<file path="config.mk">
export PLATFORM = sky130hd
export DESIGN_NAME = amm_front
export DESIGN_NICKNAME = d
export VERILOG_FILES = /design/src/hdl/amm_pkg.sv /design/src/hdl/amm_front.sv
export SDC_FILE = /design/constraint.sdc
export NUM_CORES = 1
export LEC_CHECK = 0
export ABC_AREA = 1
export BUFFER_PORTS_ARGS = -buffer_cell sky130_fd_sc_hd__clkbuf_2
export CORE_ASPECT_RATIO = 0.7
export CORE_MARGIN = 8
export CORE_UTILIZATION = 45
export CTS_CLUSTER_SIZE = 14
export DETAILED_ROUTE_END_ITERATION = 6
export PLACE_DENSITY = 0.66
export SKIP_CTS_REPAIR_TIMING = 1
export SKIP_LAST_GASP = 1
export SLEW_MARGIN = 10
export SYNTH_ARGS = -nofsm -noshare
export SYNTH_HDL_FRONTEND = slang
export SYNTH_SLANG_ARGS = --single-unit
</file>
<file path="constraint.sdc">
create_clock -name clk -period 8.55 [get_ports clk]
set_input_delay 0.855 -clock clk [delete_from_list [all_inputs] [get_ports clk]]
set_output_delay 0.855 -clock clk [all_outputs]
set_load 0.01 [all_outputs]
</file>
<file path="src/hdl/amm_pkg.sv">
// ----------------------------------------------------------------------------
// amm_pkg: shared types and constants of the audio matrix mixer
// Sizes, field widths, register codes and the queue item that passes from the
// front end to the mixing engine.
// ----------------------------------------------------------------------------
package amm_pkg;

	localparam int NUM_IN      = 8;
	localparam int NUM_OUT     = 8;
	localparam int XPT         = NUM_IN * NUM_OUT;
	localparam int XPT_W       = (XPT > 1) ? $clog2(XPT) : 1;
	localparam int K_W         = (NUM_OUT > 1) ? $clog2(NUM_OUT) : 1;

	localparam int CH_W        = 3;
	localparam int GAIN_W      = 19;
	localparam int SAMP_W      = 24;
	localparam int ACC_W       = 32;
	localparam int BP_W        = 11;
	localparam int MODE_W      = 2;
	localparam int RECIP_W     = 16;
	localparam int LOG_W       = 4;
	localparam int GAIN_FRAC   = 14;
	localparam int RECIP_FRAC  = 16;

	localparam int S_TDATA_W   = 56;
	localparam int M_TDATA_W   = 32;
	localparam int CFG_IDX_W   = 2;
	localparam int CFG_DATA_W  = 16;

	localparam int Q_DEPTH     = 4;
	localparam int Q_W         = 2;

	// Mixing modes; code 3 behaves as fast.
	localparam logic [MODE_W-1:0] MODE_SMOOTH = 2'd0;
	localparam logic [MODE_W-1:0] MODE_FAST   = 2'd1;
	localparam logic [MODE_W-1:0] MODE_FRAME  = 2'd2;

	// Register indexes of the configuration port.
	localparam logic [CFG_IDX_W-1:0] CFG_MIXING_MODE = 2'd0;
	localparam logic [CFG_IDX_W-1:0] CFG_SLIDE_RECIP = 2'd1;
	localparam logic [CFG_IDX_W-1:0] CFG_BLOCK_LOG2  = 2'd2;

	// Request kinds carried in tuser.
	localparam logic REQ_GAIN   = 1'b0;
	localparam logic REQ_SAMPLE = 1'b1;

	localparam logic [LOG_W-1:0] LOG2_MIN = 4'd2;
	localparam logic [LOG_W-1:0] LOG2_MAX = 4'd11;

	typedef struct packed {
		logic [MODE_W-1:0]  mode;
		logic [RECIP_W-1:0] recip;
		logic [LOG_W-1:0]   log2;
	} cfg_t;

	typedef struct packed {
		logic                     is_sample;
		logic                     closes;
		logic [CH_W-1:0]          ich;
		logic [CH_W-1:0]          och;
		logic signed [GAIN_W-1:0] gain;
		logic signed [SAMP_W-1:0] sample;
	} item_t;

	function automatic logic [LOG_W-1:0] eff_log2(input logic [LOG_W-1:0] l);
		logic [LOG_W-1:0] r;
		r = l;
		if (l < LOG2_MIN) r = LOG2_MIN;
		if (l > LOG2_MAX) r = LOG2_MAX;
		return r;
	endfunction

endpackage

</file>
<file path="src/hdl/amm_front.sv">
// ----------------------------------------------------------------------------
// amm_front: input front end
// Unpacks each transfer, drops requests that address no channel, and queues
// the rest for the mixing engine.
// ----------------------------------------------------------------------------
module amm_front (
	input  logic                           clk,
	input  logic                           arst_n,
	input  logic                           s_tvalid,
	output logic                           s_tready,
	input  logic [amm_pkg::S_TDATA_W-1:0]  s_tdata,
	input  logic                           s_tuser,
	output logic                           q_valid,
	output amm_pkg::item_t                 q_item,
	input  logic                           q_pop
);
	import amm_pkg::*;

	item_t            mem_q [Q_DEPTH];
	logic [Q_W-1:0]   wr_ptr_q;
	logic [Q_W-1:0]   rd_ptr_q;
	logic [Q_W:0]     cnt_q;
	item_t            in_item;
	logic             keep;
	logic             push;

	always_comb begin
		in_item.is_sample = (s_tuser == REQ_SAMPLE);
		in_item.ich       = s_tdata[2:0];
		in_item.och       = s_tdata[5:3];
		in_item.gain      = s_tdata[24:6];
		in_item.sample    = s_tdata[48:25];
		in_item.closes    = (int'(in_item.ich) == NUM_IN - 1);
		if (in_item.is_sample) begin
			keep = (int'(in_item.ich) < NUM_IN);
		end else begin
			keep = (int'(in_item.ich) < NUM_IN) && (int'(in_item.och) < NUM_OUT);
		end
	end

	assign s_tready = (int'(cnt_q) < Q_DEPTH);
	assign push     = s_tvalid && s_tready && keep;
	assign q_valid  = (cnt_q != '0);
	assign q_item   = mem_q[rd_ptr_q];

	always_ff @(posedge clk) begin
		if (push) begin
			mem_q[wr_ptr_q] <= in_item;
		end
	end

	always_ff @(posedge clk or negedge arst_n) begin
		if (!arst_n) begin
			wr_ptr_q <= '0;
			rd_ptr_q <= '0;
			cnt_q    <= '0;
		end else begin
			if (push) wr_ptr_q <= wr_ptr_q + Q_W'(1);
			if (q_pop) rd_ptr_q <= rd_ptr_q + Q_W'(1);
			if (push && !q_pop) begin
				cnt_q <= cnt_q + (Q_W+1)'(1);
			end else if (!push && q_pop) begin
				cnt_q <= cnt_q - (Q_W+1)'(1);
			end
		end
	end

endmodule

</file>
== After elaboration in Yosys (flattened, before gate mapping) ==
Memory sizes are Yosys's and may differ from the RTL's.
Index checks and enable logic that the tools add are counted.
Word-level totals
  output and inout port bits: 53
  input port bits: 61
  bits in registers: 7
  memory bits (writable): 204
  logic and storage cells: 21
  memories kept: 1
Memories
  mem_q: depth 4, width 51, rd ports 1, clocked after Yosys merged registers in 0, write ports 1, line amm_front.sv:19  | item_t mem_q [Q_DEPTH];
Cells by class
  add/subtract/negate cells: 4
  equal/unequal tests: 1
  $lt $le $gt $ge: 1
  reductions and logical operators: 7
  multiplexer cells: 4
Operators with widths (count)
  $mux W3: 2
  $add A2 B1 Y2 const B: 2
  $add A3 B1 Y3 const B: 1
  $eq A3 B1 Y1 const B: 1
  $logic_and A1 B1 Y1: 3
  $lt A3 B3 Y1 const B: 1
  $reduce_bool A3 Y1: 1
  $sub A3 B1 Y3 const B: 1
  $logic_not A1 Y1: 2
  $mux W1: 2
  $reduce_bool A2 Y1: 1

== Logic depth before layout (Yosys ltp) ==
Gate-level depths: netlist of the first run.
  depth in word-level cells: 6
  gate-level depth with buffers: 11
  depth with buffers taken out: 11

== Worst setup path before layout of the first run ==
Ideal clock, no wire load.
  path kind: in2reg
  from: in s_tvalid
  to: mem mem_q[0][0] in the netlist's numbering (enable)
  setup slack: 4.952 ns
  stages: 2
  arrival: 3.138 ns
  path through: nand2_1 -> nor2_1
On the way
  longest elaborated chain between the ends: 3
Ends and longest elaborated chain
  start: declaration: line amm_front.sv:9  | input logic s_tvalid,
  $logic_and A1 B1 Y1: line amm_front.sv:42  | assign push = s_tvalid && s_tready && keep;
  $mux W1: line amm_front.sv:47  | if (push) begin
  $mux W1 (not written as such): line amm_front.sv:48  | mem_q[wr_ptr_q] <= in_item;
  end: declaration: line amm_front.sv:19
Every way passes these cells.

==> Flow_metrics.wiki, run 1 <==
{| class="wikitable"
! Metric !! Value
|-
| Leading cell type in the layout, fill and taps excluded || sky130_fd_sc_hd__edfxtp_1
|-
| Worst Hold Class || in -> async
|-
| Setup crit end kind || output pin
|-
| Antenna fix cells || 0
|-
| Number of global-route vias before repair || 4,997
|-
| Register clock-pin slew on the reported worst setup and hold paths || around 60 ps
|-
| Fraction of power spent switching nets || about a third
|-
| Antenna violations before repair || 0
|-
| Area fraction in compound gates after synthesis || under 10%
|-
| Main combinational cell family by area after synthesis || compound AO/OA/AOI/OAI gates
|-
| Worst rel slew slack || 23.9%
|-
| Die Y || 131 um
|-
| Final count of pins violating max slew || 0
|-
| Final Instance Area || roughly 0.0098 mm2
|-
| Maximum level of the CTS H-tree || 1
|-
| Portion of total power attributed to sequential cells || around 44%
|-
| Combinational cell fraction of total power || between 30% and 40%
|-
| Result of the run || finished, final reports clean
|-
| Avg Inst Size Synth || between 10 and 15 um2
|-
| Die Footprint || ~0.024 mm2
|-
| Clock insertion delay at the later pin of the skew report || approximately 480 ps
|-
| Cts bufs inserted || 21
|-
| CP Data Required Time || 7700 ps
|-
| Site Rows || 42
|-
| Count of routing violations after the opening detailed-route iteration || approximately 220
|-
| First-pass GRT wire length || ~26,000 um
|-
| Number of vias after detailed routing || 4,964
|-
| Pre-antenna DRT Iters || 5
|-
| RSZ-0062 raised after global routing || false
|-
| Proportion of synthesized area in mux cells || 0%
|-
| Total gr overflow || 0
|-
| Reg-to-reg slack, setup || 6040 ps
|-
| Buffers from clock root to sink, at most || 3
|-
| Total track usage || between 10 and 15%
|-
| Synthesized Nets || ~710
|-
| Share of the yosys chip area belonging to registers || around three quarters
|-
| Worst-case clock skew || about 6.6 ps
|-
| Antenna Nets Post-Route || 0
|-
| Pin count of the biggest net entering global routing || around 120
|-
| Number of register bits inferred by synthesis || about 210
|-
| Arrival time of the worst setup path || 3020 ps
|-
| Routability cong. || 0.679
|-
| Most used cells in the layout excluding fill and tap cells || sky130_fd_sc_hd__edfxtp_1, sky130_fd_sc_hd__nand2_1, sky130_fd_sc_hd__inv_1, sky130_fd_sc_hd__clkbuf_2, sky130_fd_sc_hd__o211ai_1
|-
| Adder-Cell Fraction of Synth Area || less than 1%
|-
| Synth cell types || 21
|-
| Initial standard-cell utilization of the core || a little under half
|-
| Core area || between 0.015 and 0.02 mm2
|-
| Gate Count Post-Synth || between 600 and 700
|-
| TritonCTS clock tree || done
|-
| Xor and xnor area share after synthesis || less than 1%
|-
| Min Tclk post-route || approximately 3900 ps
|-
| Switch Pwr || roughly 1.1 mW
|-
| Synthesized cell area || between 0.008 and 0.009 mm2
|-
| Routed length per placed instance || 16.5 um
|-
| Number of warning messages in the yosys log || 0
|-
| Kind of critical path || reg -> out
|-
| Placed cell area || ~0.009 mm2
|-
| DRC Markers || 0
|-
| Worst-margin pin slew || between 1000 and 1500 ps
|-
| Timing-limited maximum frequency || 258 MHz
|-
| Share of cells above drive strength 1 || between 10% and 20%
|-
| Final number of setup-violating endpoints || 0
|-
| Die width || ~180 um
|-
| Vias per Instance || 4.95
|-
| Area share of and/or/nand/nor cells after synthesis || between 7 and 8%
|-
| Power per cell area || around 330 mW/mm2
|-
| Final number of hold-violating endpoints || 0
|-
| Max IR drop VDD || roughly 0.23 mV
|-
| CTS root buf || sky130_fd_sc_hd__clkbuf_16
|-
| # port buffers || around 110
|-
| Clock group share of total power || around a quarter
|-
| Synthesis-to-layout area growth || 14.3%
|-
| Setup Total Neg Slack || 0 ps
|-
| Leakage dissipation || 3.93 nW
|-
| Clk sink count || 211
|-
| Post-layout nets || roughly 810
|-
| Internal cell power || 2.12 mW
|-
| Kind of start point of the critical path || flop
|-
| Post-detail-place hpwl || about 10000 um
|-
| FILL cells || 1,566
|-
| Number of top-level design ports || between 100 and 150
|-
| Maximum capacitance violations || 0
|-
| Portion of the clock cycle consumed by the worst path in the final layout || a little under half
|-
| Total wirelength of the detailed-routed design || approximately 17,000 um
|-
| Maximum fanout encountered on the critical timing path || 118
|}
## final timing paths
kind,from,to,cells after the start
setup / recovery,rd_ptr_q[0]$_DFFE_PN0P_,q_item[2],5
hold / removal,arst_n,cnt_q[0]$_DFFE_PN0P_,1
setup reg to reg,rd_ptr_q[0]$_DFFE_PN0P_,rd_ptr_q[1]$_DFFE_PN0P_,3
hold reg to reg,cnt_q[2]$_DFFE_PN0P_,cnt_q[2]$_DFFE_PN0P_,2
max in group asynchronous,arst_n,rd_ptr_q[0]$_DFFE_PN0P_,1
min in group clk,cnt_q[2]$_DFFE_PN0P_,cnt_q[2]$_DFFE_PN0P_,2
## cell usage after synthesis
cell / n / share of area [%]
sky130_fd_sc_hd__inv_2: 1 / 0.044
sky130_fd_sc_hd__nor2_1: 5 / 0.22
sky130_fd_sc_hd__xnor2_1: 1 / 0.10
sky130_fd_sc_hd__o21ai_0: 1 / 0.058
sky130_fd_sc_hd__ha_1: 5 / 0.73
sky130_fd_sc_hd__clkbuf_1: 1 / 0.044
sky130_fd_sc_hd__inv_1: 114 / 5.0
sky130_fd_sc_hd__dfrtp_1: 7 / 2.0
sky130_fd_sc_hd__buf_8: 1 / 0.18
sky130_fd_sc_hd__and3_1: 1 / 0.073
sky130_fd_sc_hd__nand2_1: 164 / 7.2
sky130_fd_sc_hd__buf_4: 2 / 0.18
sky130_fd_sc_hd__xor2_1: 3 / 0.31
sky130_fd_sc_hd__nand3_1: 1 / 0.058
sky130_fd_sc_hd__fa_1: 1 / 0.23
sky130_fd_sc_hd__o211ai_2: 2 / 0.29
sky130_fd_sc_hd__nand4_1: 1 / 0.073
sky130_fd_sc_hd__buf_2: 15 / 0.88
sky130_fd_sc_hd__o211ai_1: 100 / 8.8
sky130_fd_sc_hd__buf_6: 15 / 2.0
sky130_fd_sc_hd__edfxtp_1: 204 / 72
## cell type report
| type | instances | area (um2) | area share (%) |
|---|---|---|---|
| Clock buffer | 25 | 541 | 5.52 |
| Sequential cell | 211 | 6310 | 64.4 |
| Tap cell | 242 | 303 | 3.09 |
| Timing Repair Buffer | 112 | 576 | 5.88 |
| Multi-Input combinational cell | 285 | 1580 | 16.1 |
| Clock inverter | 12 | 50.0 | 0.511 |
| Inverter | 115 | 432 | 4.41 |
## through the flow
step	hold slack (ps)	cells	util (%)	setup slack (ps)	total power [mW]
finish	211	1002	52.2	4670	3.26
global route	198	1002	52.2	4390	3.48
CTS	195	1002	52.2	4630	3.32
detailed placement	495	965	49.0	5140	2.52
global placement	462	965	49.0	5290	2.47
floorplan	442	645	-	4950	2.18
## logic make-up after synthesis
group / count (synthesis)
DFF: 211
and+or+nand+nor: 172
buffers and inverters: 149
AOI/OAI and AO/OA: 103
adders and majority gates: 6
xor gates and xnor gates: 4
## per-layer routing
layer	up-vias	share of wire [%]	wire length, um	track usage, %
met5	-	0	0	0
met4	0	1.4	234	2.84
met3	23	7.2	1200	4.32
met2	128	49	8040	23.8
met1	2379	43	7050	17.1
li1	2434	-	-	-
## critical path, stage by stage (launching register included)
cell and delay (ps):
sky130_fd_sc_hd__dfrtp_4 940, sky130_fd_sc_hd__buf_4 920, sky130_fd_sc_hd__nand2_1 130, sky130_fd_sc_hd__o211ai_1 120
sky130_fd_sc_hd__nand2_1 140, sky130_fd_sc_hd__clkbuf_2 150
## registers in the layout (all words and copies together), names as in the netlist
register and flops:
cnt_q 3, wr_ptr_q 2, rd_ptr_q 2, mem_q 204
## power by group through the flow
stage | Combinational, mW | Clock [mW] | Sequential (mW)
2_1_floorplan | 0.797 | 0 | 1.39
3_3_place_gp | 1.04 | 0 | 1.43
3_5_place_dp | 1.08 | 0 | 1.45
4_1_cts | 1.08 | 0.813 | 1.42
5_1_grt | 1.18 | 0.854 | 1.44
6_report | 1.05 | 0.790 | 1.42
Note: power is estimated with default switching activity, not from simulation.
==> inputs of run 2 (changes only) <==
--- a/config.mk
+++ b/config.mk
@@ -12,7 +12,7 @@
 export CORE_UTILIZATION = 45
 export CTS_CLUSTER_SIZE = 14
 export DETAILED_ROUTE_END_ITERATION = 6
-export PLACE_DENSITY = 0.66
+export PLACE_DENSITY = 0.68
 export SKIP_CTS_REPAIR_TIMING = 1
 export SKIP_LAST_GASP = 1
 export SLEW_MARGIN = 10
==> constraint.sdc (replaced) <==
create_clock -name clk -period 3.2 [get_ports clk]
set_input_delay 0.32 -clock clk [delete_from_list [all_inputs] [get_ports clk]]
set_output_delay 0.32 -clock clk [all_outputs]
set_load 0.01 [all_outputs]
==> run 2 against run 1 <==
Compared with the run above:
- sequential share of layout area is 0.88 points lower
- critical path depth down 1
- wire length decreased by 5.6%
- clock skew is 4.4 ps higher
- clock power grew to 2.8 times the previous value
- global-route usage decreased by 0.78 points
- non-clock buffer count increased by 9
- core utilization increased by 0.72 points
- first-iteration DRC count is 7.8% lower
- worst setup slack worse by 4100 ps
- critical endpoint is now q_item[30]
- highest routed layer is now met5
==> Flow_metrics.wiki, run 2 (synthesis results as in run 1) <==
{| class="wikitable"
! Metric !! Value
|-
| Placed cell area || 0.00931 mm2 (+1.2%)
|-
| Site Rows || 42 (unchanged)
|-
| Most used cells in the layout excluding fill and tap cells || sky130_fd_sc_hd__edfxtp_1, sky130_fd_sc_hd__nand2_1, sky130_fd_sc_hd__inv_1, sky130_fd_sc_hd__clkbuf_2, sky130_fd_sc_hd__o211ai_1
|-
| Final number of hold-violating endpoints || 0 (unchanged)
|-
| Biggest regs || mem_q: 204 flops, cnt_q: 3 flops
|-
| Antenna violations before repair || 1 (+1)
|-
| Antenna Nets Post-Route || 0 (unchanged)
|-
| Post-layout nets || 822 (+1.1%)
|-
| Post-detail-place hpwl || 9730 um (-2.4%)
|-
| Antenna fix cells || 0 (unchanged)
|-
| Pin count of the biggest net entering global routing || 76 (-36%)
|-
| Leakage dissipation || 4.01 nW (+1.8%)
|-
| Die Y || 131 um (unchanged)
|-
| Setup slack at placement || 1100 ps (-4040 ps)
|-
| Busiest layer in global routing || met2
|-
| Worst setup slack after layout || 588 ps (-4080 ps)
|-
| Kind of critical path || reg -> out
|-
| Start point of the critical path || rd_ptr_q[0]$_DFFE_PN0P_
|-
| Max IR drop VDD || 0.448 mV (+96%)
|-
| # port buffers || 106 (unchanged)
|-
| Clk sink count || 211 (unchanged)
|-
| Final number of setup-violating endpoints || 0 (unchanged)
|-
| Die Footprint || 0.0238 mm2 (unchanged)
|-
| CTS root buf || sky130_fd_sc_hd__clkbuf_16
|-
| Portion of the clock cycle consumed by the worst path in the final layout || approximately four fifths
|-
| Hold depth || 2
|-
| Crit path capture || q_item[30]
|-
| Timing-limited maximum frequency || about 380 MHz
|-
| Cts bufs inserted || 21 (unchanged)
|-
| Largest delay contributor family on the critical path || flip-flops
|-
| Startpoint of the lowest-slack hold path || q_pop
|-
| Slowest cell on the critical path || sky130_fd_sc_hd__dfrtp_4
|-
| Number of global-route vias before repair || 4,823 (-3.5%)
|-
| FILL cells || 1,553 (-0.83%)
|-
| Maximum fanout encountered on the critical timing path || 75 (-36%)
|-
| Count of routing violations after the opening detailed-route iteration || 202 (-7.8%)
|-
| Min Tclk post-route || 2610 ps
|-
| Register with the most flip-flops || mem_q
|-
| Worst Hold Class || in -> reg
|-
| Buffers from clock root to sink, at most || 3 (unchanged)
|-
| Register clock-pin slew on the reported worst setup and hold paths || 60 ps (about the same)
|-
| Total track usage || 13.1% (-0.78 points)
|-
| Clock insertion delay at the later pin of the skew report || 480 ps (about the same)
|-
| Number of gates on the worst path with buffers counted || 4 (-1)
|-
| DRC Markers || 0 (unchanged)
|-
| Reg-to-reg slack, setup || 1140 ps (-4900 ps)
|-
| Routed length per placed instance || 15.4 um (-6.3%)
|-
| RSZ-0062 raised after global routing || false
|-
| Kind of start point of the critical path || flop
|-
| Cells along the critical path || buf_4 > o211ai_1 > nand2_1 > clkbuf_2
|-
| TritonCTS clock tree || done
|-
| DP Cell Count || 973 (+0.83%)
|-
| Core area || 0.0188 mm2 (unchanged)
|-
| Power per cell area || 895 mW/mm2 (+170%)
|-
| Setup crit end kind || output pin
|-
| Worst rel slew slack || 47.6% (+24 points)
|-
| Number of flip-flops in the largest register || 204 (unchanged)
|-
| Terminus of the critical flop-to-flop path || cnt_q[2]$_DFFE_PN0P_
|-
| Worst-margin pin slew || 785 ps (-354 ps)
|-
| Met1 usage || 17.4% (+0.20 points)
|-
| Arrival time of the worst setup path || 2290 ps (-730 ps)
|-
| CP Data Required Time || 2880 ps (-4820 ps)
|-
| Vias per Instance || 4.78 (-3.6%)
|-
| Total wirelength of the detailed-routed design || 15,600 um (-5.6%)
|-
| Number of cells on the worst reg-to-reg path || 10 (+7)
|-
| Total gr overflow || 0 (unchanged)
|-
| Final Instance Area || 0.00992 mm2 (+1.4%)
|-
| Met3 usage || 4.02% (-0.30 points)
|-
| Share of cells above drive strength 1 || 19.8% (+0.87 points)
|-
| Worst-case clock skew || 11.0 ps (+4.44 ps)
|-
| Final count of pins violating max slew || 0 (unchanged)
|-
| Startpoint of the worst-slack reg-to-reg timing path || cnt_q[2]$_DFFE_PN0P_
|-
| Die width || 181 um (unchanged)
|-
| Met2 usage || 21.2% (-2.6 points)
|-
| Synthesis-to-layout area growth || 15.9%
|-
| Filler-free cell count of the finished design || 1,009 (+0.70%)
|-
| Maximum level of the CTS H-tree || 1 (unchanged)
|-
| Routability cong. || 0.701 (+3.3%)
|-
| Maximum capacitance violations || 0 (unchanged)
|-
| Leading cell type in the layout, fill and taps excluded || sky130_fd_sc_hd__edfxtp_1
|-
| Number of vias after detailed routing || 4,821 (-2.9%)
|-
| Result of the run || finished, final reports clean
|-
| First-pass GRT wire length || 25,400 um (-3.6%)
|-
| Number of top-level design ports || 114 (unchanged)
|-
| Buffers & Inverters on Critical Path || 2 (unchanged)
|-
| Pre-antenna DRT Iters || 4 (-1)
|-
| Initial standard-cell utilization of the core || 45.6% (unchanged)
|-
| Longest individual stage delay on the worst path || 940 ps (about the same)
|}
==> run 2: where the power goes <==
part / switching (mW) / total (mW) / internal [mW]
registers: 0.251 / 3.78 / 3.53
clock network: 0.929 / 2.21 / 1.28
logic: 1.84 / 2.88 / 1.04
==> run 2: worst min path at each step <==
stage | endpoint
after floorplan | cnt_q[0]$_DFFE_PN0P_
after global placement | cnt_q[1]$_DFFE_PN0P_
after detailed placement | cnt_q[1]$_DFFE_PN0P_
after CTS | cnt_q[0]$_DFFE_PN0P_
after global routing | mem_q[3][25]$_DFFE_PP_
final | rd_ptr_q[0]$_DFFE_PN0P_
==> run 2: area by class of cell <==
type                    instances  area [um2]  area share, %
flip-flops and latches        211        6310           63.6
multi-input cells             285        1580           15.9
repair buffers                121         696           7.01
clock buffers                  29         556           5.60
inverters                     115         432           4.35
well taps                     242         303           3.05
clock inverters                 6        50.0          0.504
==> run 2: per-stage QoR <==
step | hold slack [ps] | setup TNS, ps | util [%] | total power [mW]
floorplan | 24.4 | -13700 | - | 5.83
finish | 47.5 | 0 | 52.9 | 8.88
global route | 35.5 | 0 | 52.9 | 9.45
global placement | 168 | 0 | 49.6 | 6.73
detailed placement | 166 | 0 | 49.6 | 6.80
CTS | -352 | 0 | 52.8 | 9.01
==> run 2: per-layer routing <==
layer	wire, um	up-vias	share of wire [%]
li1	-	2448	-
met1	7400	2233	47
met5	12	-	0.077
met3	1140	23	7.3
met2	6780	115	43
met4	262	2	1.7
